## config.mk

```make
export PLATFORM = sky130hd
export DESIGN_NAME = box_trigger_entry_detector_top
export DESIGN_NICKNAME = d
export VERILOG_FILES = /design/src/design/btd_pkg.sv /design/src/design/box_trigger_entry_detector_top.sv
export VERILOG_INCLUDE_DIRS = /design/src /design/src/design
export SDC_FILE = /design/constraint.sdc
export NUM_CORES = 2
export LEC_CHECK = 0
export BUFFER_PORTS_ARGS = -buffer_cell sky130_fd_sc_hd__buf_4
export CORE_MARGIN = 2
export CORE_UTILIZATION = 30
export DETAILED_ROUTE_END_ITERATION = 12
export GPL_TIMING_DRIVEN = 0
export SLEW_MARGIN = 25
export SYNTH_ARGS = -nofsm -noshare
export SYNTH_HDL_FRONTEND = slang
export SYNTH_SLANG_ARGS = --single-unit
```

## constraint.sdc

```tcl
create_clock -name clock -period 37.7 [get_ports clock]
set_clock_uncertainty 0.15 [all_clocks]
set_input_delay 11.31 -clock clock [delete_from_list [all_inputs] [get_ports clock]]
set_output_delay 11.31 -clock clock [all_outputs]
set_load 0.01 [all_outputs]
```

## src/design/box_trigger_entry_detector_top_macros.svh

```systemverilog
// assertion macros for the box trigger entry detector
// used by box_trigger_entry_detector_top; relies on ports clock and reset
`ifndef BOX_TRIGGER_ENTRY_DETECTOR_TOP_MACROS_SVH
`define BOX_TRIGGER_ENTRY_DETECTOR_TOP_MACROS_SVH

// condition holds at every edge out of reset
`define BTD_ASSERT_ALWAYS(label, cond) \
   label: assert property (@(posedge clock) disable iff (reset) (cond)) \
      else $error("btd invariant violated");

// consequence holds in the same cycle
`define BTD_ASSERT_IMPLY(label, pre, post) \
   label: assert property (@(posedge clock) disable iff (reset) (pre) |-> (post)) \
      else $error("btd implication violated");

// consequence holds in the next cycle
`define BTD_ASSERT_NEXT(label, pre, post) \
   label: assert property (@(posedge clock) disable iff (reset) (pre) |=> (post)) \
      else $error("btd sequence violated");

`endif

```

## src/design/btd_pkg.sv

```systemverilog
// shared constants, codes and types of the box trigger entry detector
// no dependencies
package btd_pkg;

   localparam int MAX_ENTRIES = 16;
   localparam int COORD_BITS  = 24;
   localparam int FIELD_W     = 24;
   localparam int ID_W        = 16;
   localparam int IDX_W       = (MAX_ENTRIES > 1) ? $clog2(MAX_ENTRIES) : 1;
   localparam int CNT_W       = $clog2(MAX_ENTRIES + 1);
   localparam int BND_W       = 6 * COORD_BITS;

   typedef enum logic [1:0] {
      KIND_CLEAR  = 2'd0,
      KIND_CREATE = 2'd1,
      KIND_CHECK  = 2'd2
   } kind_type;

   typedef enum logic [1:0] {
      STAT_OK      = 2'd0,
      STAT_FULL    = 2'd1,
      STAT_FIRED   = 2'd2,
      STAT_IGNORED = 2'd3
   } status_type;

   typedef enum logic [1:0] {
      ST_IDLE,
      ST_EXEC,
      ST_SCAN
   } state_type;

   typedef logic signed [COORD_BITS-1:0] coord_type;

   // low COORD_BITS bits of an input field, zero extended when wider
   function automatic coord_type to_coord(input logic [FIELD_W-1:0] raw);
      logic [COORD_BITS+FIELD_W-1:0] wide;
      wide = {{COORD_BITS{1'b0}}, raw};
      return wide[COORD_BITS-1:0];
   endfunction

endpackage

```

## src/design/box_trigger_entry_detector_top.sv

```systemverilog
// box trigger entry detector: box table in memory, scan sequencer, result register
// depends on btd_pkg and box_trigger_entry_detector_top_macros.svh
//
//   channel | ports           | direction | moves
//   req     | req_valid/stall | in        | clear, create or check item
//   rsp     | rsp_valid/stall | out       | created, full, fired, done or ignored result
//
// clear, create, dead check and unknown items pass through the EXEC state to the result register.
// a live check reads one table entry per cycle from the bound and id memories,
// a rate set by the single read port, until all entry_count entries are read.
// the scan halts on a fire while the previous result is stalled; the next item is taken
// while the last result still waits. reset (synchronous) empties the table, next id to 1.
`include "box_trigger_entry_detector_top_macros.svh"

module box_trigger_entry_detector_top (
   input  logic                               clock,
   input  logic                               reset,
   input  logic                               req_valid,
   output logic                               req_stall,
   input  logic [1:0]                         req_kind,
   input  logic signed [btd_pkg::FIELD_W-1:0] req_lo_x,
   input  logic signed [btd_pkg::FIELD_W-1:0] req_lo_y,
   input  logic signed [btd_pkg::FIELD_W-1:0] req_lo_z,
   input  logic signed [btd_pkg::FIELD_W-1:0] req_hi_x,
   input  logic signed [btd_pkg::FIELD_W-1:0] req_hi_y,
   input  logic signed [btd_pkg::FIELD_W-1:0] req_hi_z,
   input  logic                               req_trigger_type,
   input  logic                               req_entity_dead,
   output logic                               rsp_valid,
   input  logic                               rsp_stall,
   output logic [1:0]                         rsp_status,
   output logic [15:0]                        rsp_trigger_id,
   output logic [3:0]                         rsp_slot,
   output logic [4:0]                         rsp_fire_count,
   output logic                               rsp_last
);
   import btd_pkg::*;

   // control state
   state_type              state_ff, state_in;
   logic [MAX_ENTRIES-1:0] type_flags_ff, type_flags_in;
   logic [MAX_ENTRIES-1:0] en_flags_ff, en_flags_in;
   logic [MAX_ENTRIES-1:0] occ_flags_ff, occ_flags_in;
   logic [MAX_ENTRIES-1:0] fired_flags_ff, fired_flags_in;
   logic [CNT_W-1:0]       entry_cnt_ff, entry_cnt_in;
   logic [ID_W-1:0]        next_id_ff, next_id_in;
   logic [CNT_W-1:0]       rd_idx_ff, rd_idx_in;
   logic                   ev_vld_ff, ev_vld_in;
   logic [IDX_W-1:0]       ev_idx_ff, ev_idx_in;
   logic [CNT_W-1:0]       fire_cnt_ff, fire_cnt_in;
   logic                   rsp_vld_ff, rsp_vld_in;

   // result payload
   status_type             rsp_status_ff, rsp_status_in;
   logic [ID_W-1:0]        rsp_id_ff, rsp_id_in;
   logic [3:0]             rsp_slot_ff, rsp_slot_in;
   logic [4:0]             rsp_cnt_ff, rsp_cnt_in;
   logic                   rsp_last_ff, rsp_last_in;

   // captured item
   logic [1:0]             kind_ff;
   coord_type              lo_ff [3];
   coord_type              hi_ff [3];
   logic                   trig_type_ff;
   logic                   dead_ff;

   // table memories
   logic [BND_W-1:0]       bnd_mem [MAX_ENTRIES];
   logic [ID_W-1:0]        id_mem  [MAX_ENTRIES];
   logic [BND_W-1:0]       bnd_rd_ff;
   logic [ID_W-1:0]        id_rd_ff;
   logic                   mem_wr;
   logic                   mem_rd;
   logic [IDX_W-1:0]       wr_addr;
   logic [IDX_W-1:0]       rd_addr;

   // scan evaluation
   logic                   req_acc;
   logic                   out_free;
   logic                   ev_inside;
   logic                   ev_fire;
   logic                   ev_adv;
   logic                   rd_more;

   assign req_acc  = req_valid && !req_stall;
   assign out_free = !rsp_vld_ff || !rsp_stall;
   assign wr_addr  = entry_cnt_ff[IDX_W-1:0];
   assign rd_addr  = rd_idx_ff[IDX_W-1:0];
   assign rd_more  = rd_idx_ff < entry_cnt_ff;

   // item capture on transfer
   always_ff @(posedge clock) begin
      if (req_acc) begin
         kind_ff      <= req_kind;
         lo_ff[0]     <= to_coord(req_lo_x);
         lo_ff[1]     <= to_coord(req_lo_y);
         lo_ff[2]     <= to_coord(req_lo_z);
         hi_ff[0]     <= to_coord(req_hi_x);
         hi_ff[1]     <= to_coord(req_hi_y);
         hi_ff[2]     <= to_coord(req_hi_z);
         trig_type_ff <= req_trigger_type;
         dead_ff      <= req_entity_dead;
      end
   end

   // bound and id memories, one write and one registered read per cycle
   always_ff @(posedge clock) begin
      if (mem_wr) begin
         bnd_mem[wr_addr] <= {hi_ff[2], hi_ff[1], hi_ff[0], lo_ff[2], lo_ff[1], lo_ff[0]};
         id_mem[wr_addr]  <= next_id_ff;
      end
      if (mem_rd) begin
         bnd_rd_ff <= bnd_mem[rd_addr];
         id_rd_ff  <= id_mem[rd_addr];
      end
   end

   // inclusive point-in-box test on the entry just read
   always_comb begin
      coord_type lo_c;
      coord_type hi_c;
      ev_inside = 1'b1;
      for (int a = 0; a < 3; a++) begin
         lo_c = bnd_rd_ff[a*COORD_BITS +: COORD_BITS];
         hi_c = bnd_rd_ff[(a+3)*COORD_BITS +: COORD_BITS];
         if (lo_ff[a] < lo_c || lo_ff[a] > hi_c)
            ev_inside = 1'b0;
      end
   end

   // entry fires on entering, unless a once box already fired
   assign ev_fire = ev_vld_ff && en_flags_ff[ev_idx_ff] && ev_inside &&
                    !occ_flags_ff[ev_idx_ff] &&
                    !(type_flags_ff[ev_idx_ff] && fired_flags_ff[ev_idx_ff]);
   assign ev_adv  = !ev_vld_ff || !ev_fire || out_free;

   // next state, table updates and result loading
   always_comb begin
      state_in       = state_ff;
      type_flags_in  = type_flags_ff;
      en_flags_in    = en_flags_ff;
      occ_flags_in   = occ_flags_ff;
      fired_flags_in = fired_flags_ff;
      entry_cnt_in   = entry_cnt_ff;
      next_id_in     = next_id_ff;
      rd_idx_in      = rd_idx_ff;
      ev_vld_in      = ev_vld_ff;
      ev_idx_in      = ev_idx_ff;
      fire_cnt_in    = fire_cnt_ff;
      rsp_vld_in     = rsp_vld_ff && rsp_stall;
      rsp_status_in  = rsp_status_ff;
      rsp_id_in      = rsp_id_ff;
      rsp_slot_in    = rsp_slot_ff;
      rsp_cnt_in     = rsp_cnt_ff;
      rsp_last_in    = rsp_last_ff;
      mem_wr         = 1'b0;
      mem_rd         = 1'b0;
      req_stall      = (state_ff != ST_IDLE);

      case (state_ff)
         ST_IDLE: begin
            if (req_valid)
               state_in = ST_EXEC;
         end

         ST_EXEC: begin
            case (kind_ff)
               KIND_CLEAR: begin
                  if (out_free) begin
                     type_flags_in  = '0;
                     en_flags_in    = '0;
                     occ_flags_in   = '0;
                     fired_flags_in = '0;
                     entry_cnt_in   = '0;
                     next_id_in     = ID_W'(1);
                     rsp_vld_in     = 1'b1;
                     rsp_status_in  = STAT_OK;
                     rsp_id_in      = '0;
                     rsp_slot_in    = '0;
                     rsp_cnt_in     = '0;
                     rsp_last_in    = 1'b1;
                     state_in       = ST_IDLE;
                  end
               end

               KIND_CREATE: begin
                  if (out_free) begin
                     rsp_vld_in  = 1'b1;
                     rsp_cnt_in  = '0;
                     rsp_last_in = 1'b1;
                     state_in    = ST_IDLE;
                     if (entry_cnt_ff >= CNT_W'(MAX_ENTRIES)) begin
                        rsp_status_in = STAT_FULL;
                        rsp_id_in     = '0;
                        rsp_slot_in   = '0;
                     end else begin
                        mem_wr                  = 1'b1;
                        type_flags_in[wr_addr]  = trig_type_ff;
                        en_flags_in[wr_addr]    = 1'b1;
                        occ_flags_in[wr_addr]   = 1'b0;
                        fired_flags_in[wr_addr] = 1'b0;
                        entry_cnt_in            = entry_cnt_ff + CNT_W'(1);
                        next_id_in              = next_id_ff + ID_W'(1);
                        rsp_status_in           = STAT_OK;
                        rsp_id_in               = next_id_ff;
                        rsp_slot_in             = 4'(wr_addr);
                     end
                  end
               end

               KIND_CHECK: begin
                  if (dead_ff) begin
                     if (out_free) begin
                        rsp_vld_in    = 1'b1;
                        rsp_status_in = STAT_OK;
                        rsp_id_in     = '0;
                        rsp_slot_in   = '0;
                        rsp_cnt_in    = '0;
                        rsp_last_in   = 1'b1;
                        state_in      = ST_IDLE;
                     end
                  end else begin
                     rd_idx_in   = '0;
                     ev_vld_in   = 1'b0;
                     fire_cnt_in = '0;
                     state_in    = ST_SCAN;
                  end
               end

               default: begin
                  if (out_free) begin
                     rsp_vld_in    = 1'b1;
                     rsp_status_in = STAT_IGNORED;
                     rsp_id_in     = '0;
                     rsp_slot_in   = '0;
                     rsp_cnt_in    = '0;
                     rsp_last_in   = 1'b1;
                     state_in      = ST_IDLE;
                  end
               end
            endcase
         end

         ST_SCAN: begin
            // flag update of the entry under evaluation
            if (ev_vld_ff && ev_adv && en_flags_ff[ev_idx_ff]) begin
               if (ev_inside && !occ_flags_ff[ev_idx_ff]) begin
                  occ_flags_in[ev_idx_ff] = 1'b1;
                  if (ev_fire) begin
                     fired_flags_in[ev_idx_ff] = 1'b1;
                     if (type_flags_ff[ev_idx_ff])
                        en_flags_in[ev_idx_ff] = 1'b0;
                     fire_cnt_in   = fire_cnt_ff + CNT_W'(1);
                     rsp_vld_in    = 1'b1;
                     rsp_status_in = STAT_FIRED;
                     rsp_id_in     = id_rd_ff;
                     rsp_slot_in   = 4'(ev_idx_ff);
                     rsp_cnt_in    = '0;
                     rsp_last_in   = 1'b0;
                  end
               end else if (!ev_inside && occ_flags_ff[ev_idx_ff]) begin
                  occ_flags_in[ev_idx_ff] = 1'b0;
               end
            end

            // read of the next entry
            if (ev_adv) begin
               if (rd_more) begin
                  mem_rd    = 1'b1;
                  rd_idx_in = rd_idx_ff + CNT_W'(1);
                  ev_vld_in = 1'b1;
                  ev_idx_in = rd_addr;
               end else begin
                  ev_vld_in = 1'b0;
               end
            end

            // done result once the table is drained
            if (!ev_vld_ff && !rd_more && out_free) begin
               rsp_vld_in    = 1'b1;
               rsp_status_in = STAT_OK;
               rsp_id_in     = '0;
               rsp_slot_in   = '0;
               rsp_cnt_in    = 5'(fire_cnt_ff);
               rsp_last_in   = 1'b1;
               state_in      = ST_IDLE;
            end
         end

         default: begin
            state_in = ST_IDLE;
         end
      endcase
   end

   // control registers
   always_ff @(posedge clock) begin
      if (reset) begin
         state_ff       <= ST_IDLE;
         type_flags_ff  <= '0;
         en_flags_ff    <= '0;
         occ_flags_ff   <= '0;
         fired_flags_ff <= '0;
         entry_cnt_ff   <= '0;
         next_id_ff     <= ID_W'(1);
         rd_idx_ff      <= '0;
         ev_vld_ff      <= 1'b0;
         fire_cnt_ff    <= '0;
         rsp_vld_ff     <= 1'b0;
      end else begin
         state_ff       <= state_in;
         type_flags_ff  <= type_flags_in;
         en_flags_ff    <= en_flags_in;
         occ_flags_ff   <= occ_flags_in;
         fired_flags_ff <= fired_flags_in;
         entry_cnt_ff   <= entry_cnt_in;
         next_id_ff     <= next_id_in;
         rd_idx_ff      <= rd_idx_in;
         ev_vld_ff      <= ev_vld_in;
         fire_cnt_ff    <= fire_cnt_in;
         rsp_vld_ff     <= rsp_vld_in;
      end
   end

   // payload registers
   always_ff @(posedge clock) begin
      ev_idx_ff     <= ev_idx_in;
      rsp_status_ff <= rsp_status_in;
      rsp_id_ff     <= rsp_id_in;
      rsp_slot_ff   <= rsp_slot_in;
      rsp_cnt_ff    <= rsp_cnt_in;
      rsp_last_ff   <= rsp_last_in;
   end

   // result port
   assign rsp_valid      = rsp_vld_ff;
   assign rsp_status     = rsp_status_ff;
   assign rsp_trigger_id = rsp_id_ff;
   assign rsp_slot       = rsp_slot_ff;
   assign rsp_fire_count = rsp_cnt_ff;
   assign rsp_last       = rsp_last_ff;

   // checks
   `BTD_ASSERT_ALWAYS(a_cnt_range, entry_cnt_ff <= CNT_W'(MAX_ENTRIES))
   `BTD_ASSERT_ALWAYS(a_once_off, (type_flags_ff & fired_flags_ff & en_flags_ff) == '0)
   `BTD_ASSERT_IMPLY(a_ev_in_scan, ev_vld_ff, state_ff == ST_SCAN)
   `BTD_ASSERT_NEXT(a_acc_exec, req_valid && !req_stall, state_ff == ST_EXEC)

endmodule

```

==> flow_summary.toml <==
[grt]
grt_max_degree = 23
grt-ovfl-total = 0
grt_pass1_wl_um = 432600
grt_usage_pct = 15.51
grt_pass1_vias = 58260
antenna_found_initial = 21

[clock_tree]
cts_buffers = 310
ctsHoldBuffers = 0
cts_buffer_depth = 4
cts_tree = "built"
clkSlewWorstSetupHoldPaths_ps = 60
post-cts-setup-buffers = 0
clkSinkCount = 2999
clkLatencyLatePin_ps = 900
ctsResizeCount = 0
cts_htree_levels = 5
clock-root-buffer = "clkbuf_16"

[pwr]
power_mw = 6.823
clkPwrFrac_pct = 43.3
ir_drop_mv = 0.03299
p_comb_share_pct = 1.8
seqPwrFrac_pct = 54.9
switchingPower_mw = 1.391
p_leak_nw = 43.47
switching_share_pct = 20.39
powerDensity_mw_per_mm2 = 48.91
intPower_mw = 5.432

[yosys]
synth_warnings = 0
synth_area_per_cell_um2 = 22.25
syn_area_mm2 = 0.1158
synth.yosys.seq_area_share_pct = 76.90
post-synth-top-count-cell = "edfxtp_1"
async_flop_share_pct = 0
synth_nets = 5514
synth_common_cells = "2900 x edfxtp_1, 803 x mux4_2, 211 x clkbuf_1"
yosys.area.top_type = "edfxtp_1"
synth_cell_types = 73
ys.flop_type = "edfxtp_1"
synth-seq-cells = 2999
synthDominantCellAreaShare_pct = 75.19
synth_top_cells_by_area = "edfxtp_1 75%, mux4_2 16%, dfxtp_1 1.7%"
syn-instance-count = 5206
synth_edf_count = 2900

[routing]
vias_per_cell = 5.013
ant_nets = 0
num_vias = 56510
drtIter0Drc = 5846
wl_per_cell_um = 27.44
route.detailed.drc = 0
drtPass1Iterations = 7
drt-total-wl_um = 309300

[sta]
slew_viol_final = 0
slew_headroom_pct = 27.30
rsz0062_at_grt = "no"
fin_crit_sh_pct = 38.34
tightest_slew_ps = 1091
finalSetupViolCount = 0
hold_violations = 0
min_period_ps = 14450
clock.fmax_ghz = 0.06919

[floorplan]
initial_core_util_pct = 30.07
fp.dieH_um = 625.4
dieArea_mm2 = 0.3911
core_mm2 = 0.3851
die-width_um = 625.4
row_count = 228
ios = 182

[critical_path]
critPathCaptureType = "register"
cp_max_fo = 14
cp.required_ps = 38130
arrival_ps = 14890
r2r_slack_ps = 30240
crit_type = "input port to register"
r2r-start = "lo_ff[0][47]"
r2r_end = "rsp_fire_count[3]"
worst_setup_path_start_kind = "input port"
rr_worst_depth = 13

[worst_hold_path]
hold_path.class = "register to register"
min_from = "type_flags_ff[0]"
min_to = "type_flags_ff[0]"
hold_depth = 2

[layout]
nNetsFinal = 6274
area_growth_pct = 20.44
drive_gt1_share_pct = 29.33
final_cells = 11270
num-fill-cells = 34750

[run]
drv_cap = 0

[status]
run_status = "completed"

[placed_design]
place_inst = 10710
place_congestion = 0.8949
io_buffers = 180
dp.final_hpwl_um = 212700
[area by class of cell]
class | instances | area (µm²) | share of cell area [%]
Inverter | 174 | 653.1 | 0.4682
Sequential cell | 2999 | 89070 | 63.85
Buffer | 248 | 1092 | 0.7831
Timing Repair Buffer | 448 | 7382 | 5.292
Tap cell | 5060 | 6331 | 4.539
Multi-Input combinational cell | 1785 | 25300 | 18.14
Clock inverter | 161 | 1303 | 0.9337
Antenna cell | 3 | 7.507 | 0.005382
Clock buffer | 394 | 8359 | 5.993
[power groups by stage]
stage	Clock, mW	Combinational (mW)	Sequential (mW)
6_report	2.95	0.125	3.74
5_1_grt	3.14	0.135	3.75
4_1_cts	3.01	0.128	3.74
3_5_place_dp	0	0.127	3.82
3_3_place_gp	0	0.111	3.82
2_1_floorplan	0	0.0546	3.80
[routing by layer]
metal	share of wire (%)	vias up	track usage [%]
met5	0.015	-	0
met3	7.0	453	2.853
met1	39	30270	19.42
li1	-	23520	-
met2	51	2262	27.10
met4	3.3	6	4.954
[kinds of logic (layout without fill, tap and decap cells)]
family / Yosys count / in the layout / share of synthesized area, %
DFF: 2999 / 2999 / 76.90
adders and majority gates: 156 / 156 / 1.685
buffers and inverters: 422 / 1425 / 1.398
and+or+nand+nor: 427 / 427 / 1.823
AOI/OAI and AO/OA: 364 / 364 / 2.068
other: 0 / 3 / 0
xor gates and xnor gates: 13 / 13 / 0.09830
muxes: 825 / 825 / 16.03
[through the flow]
step | worst slack, ps | hold WS, ps | setup TNS (ps) | area (µm²) | utilization (%)
2_1_floorplan | 13770 | 284.4 | 0 | 115800 | -
4_1_cts | 23190 | 319.7 | 0 | 139500 | 36.21
6_report | 23250 | 327.0 | 0 | 139500 | 36.22
3_3_place_gp | -510.6 | 303.1 | -72950 | 123500 | 32.07
3_5_place_dp | 22230 | 309.6 | 0 | 129800 | 33.71
5_1_grt | 23170 | 344.6 | 0 | 139500 | 36.22
[cells in the final DEF, fill, tap and decap left out, drive strengths merged, types with 15 or more instances in the layout]
| cell | instances |
|---|---|
| a22o | 20 |
| a211oi | 56 |
| clkbuf | 609 |
| bufinv | 18 |
| nand3 | 59 |
| mux4 | 819 |
| nand4 | 36 |
| clkinvlp | 15 |
| dfxtp | 99 |
| inv | 182 |
| buf | 481 |
| clkinv | 120 |
| nor3 | 28 |
| a21oi | 96 |
| o21ai | 91 |
| and3 | 15 |
| nand2 | 112 |
| nor2 | 96 |
| edfxtp | 2900 |
| nor4 | 22 |
| ha | 156 |
| a21o | 20 |
[registers in the layout (all words and copies together), names as in the netlist, 2 cells and up, named ones only]
name,flops
bnd_mem,2304
bnd_rd_ff,144
en_flags_ff,16
entry_cnt_ff,5
ev_idx_ff,4
fire_cnt_ff,5
fired_flags_ff,16
hi_ff,72
id_mem,256
id_rd_ff,16
kind_ff,2
lo_ff,72
next_id_ff,16
rd_idx_ff,5
rsp_fire_count,5
rsp_slot,4
rsp_status,2
rsp_trigger_id,16
state_ff,2
type_flags_ff,16
[worst max path at each step]
stage	startpoint	cells after the start	end	slack, ps
global placement	rsp_stall	5	bnd_rd_ff[86]	-510
CTS	rsp_stall	11	bnd_mem[8][94]	23190
global route	rsp_stall	10	bnd_mem[7][97]	23170
finish	rsp_stall	10	bnd_mem[7][97]	23250
detailed placement	rsp_stall	10	bnd_mem[7][97]	22230
floorplan	rsp_stall	4	bnd_rd_ff[0]	13770
[critical path, cell delays in order]
cell      delay (ps)
buf_4            110
nand2_1          170
clkbuf_1         440
nand4_1          720
clkbuf_2         550
nor2_4           660
buf_12           260
buf_8            180
buf_12           190
buf_16           180
(Power assumes the default switching activity.)
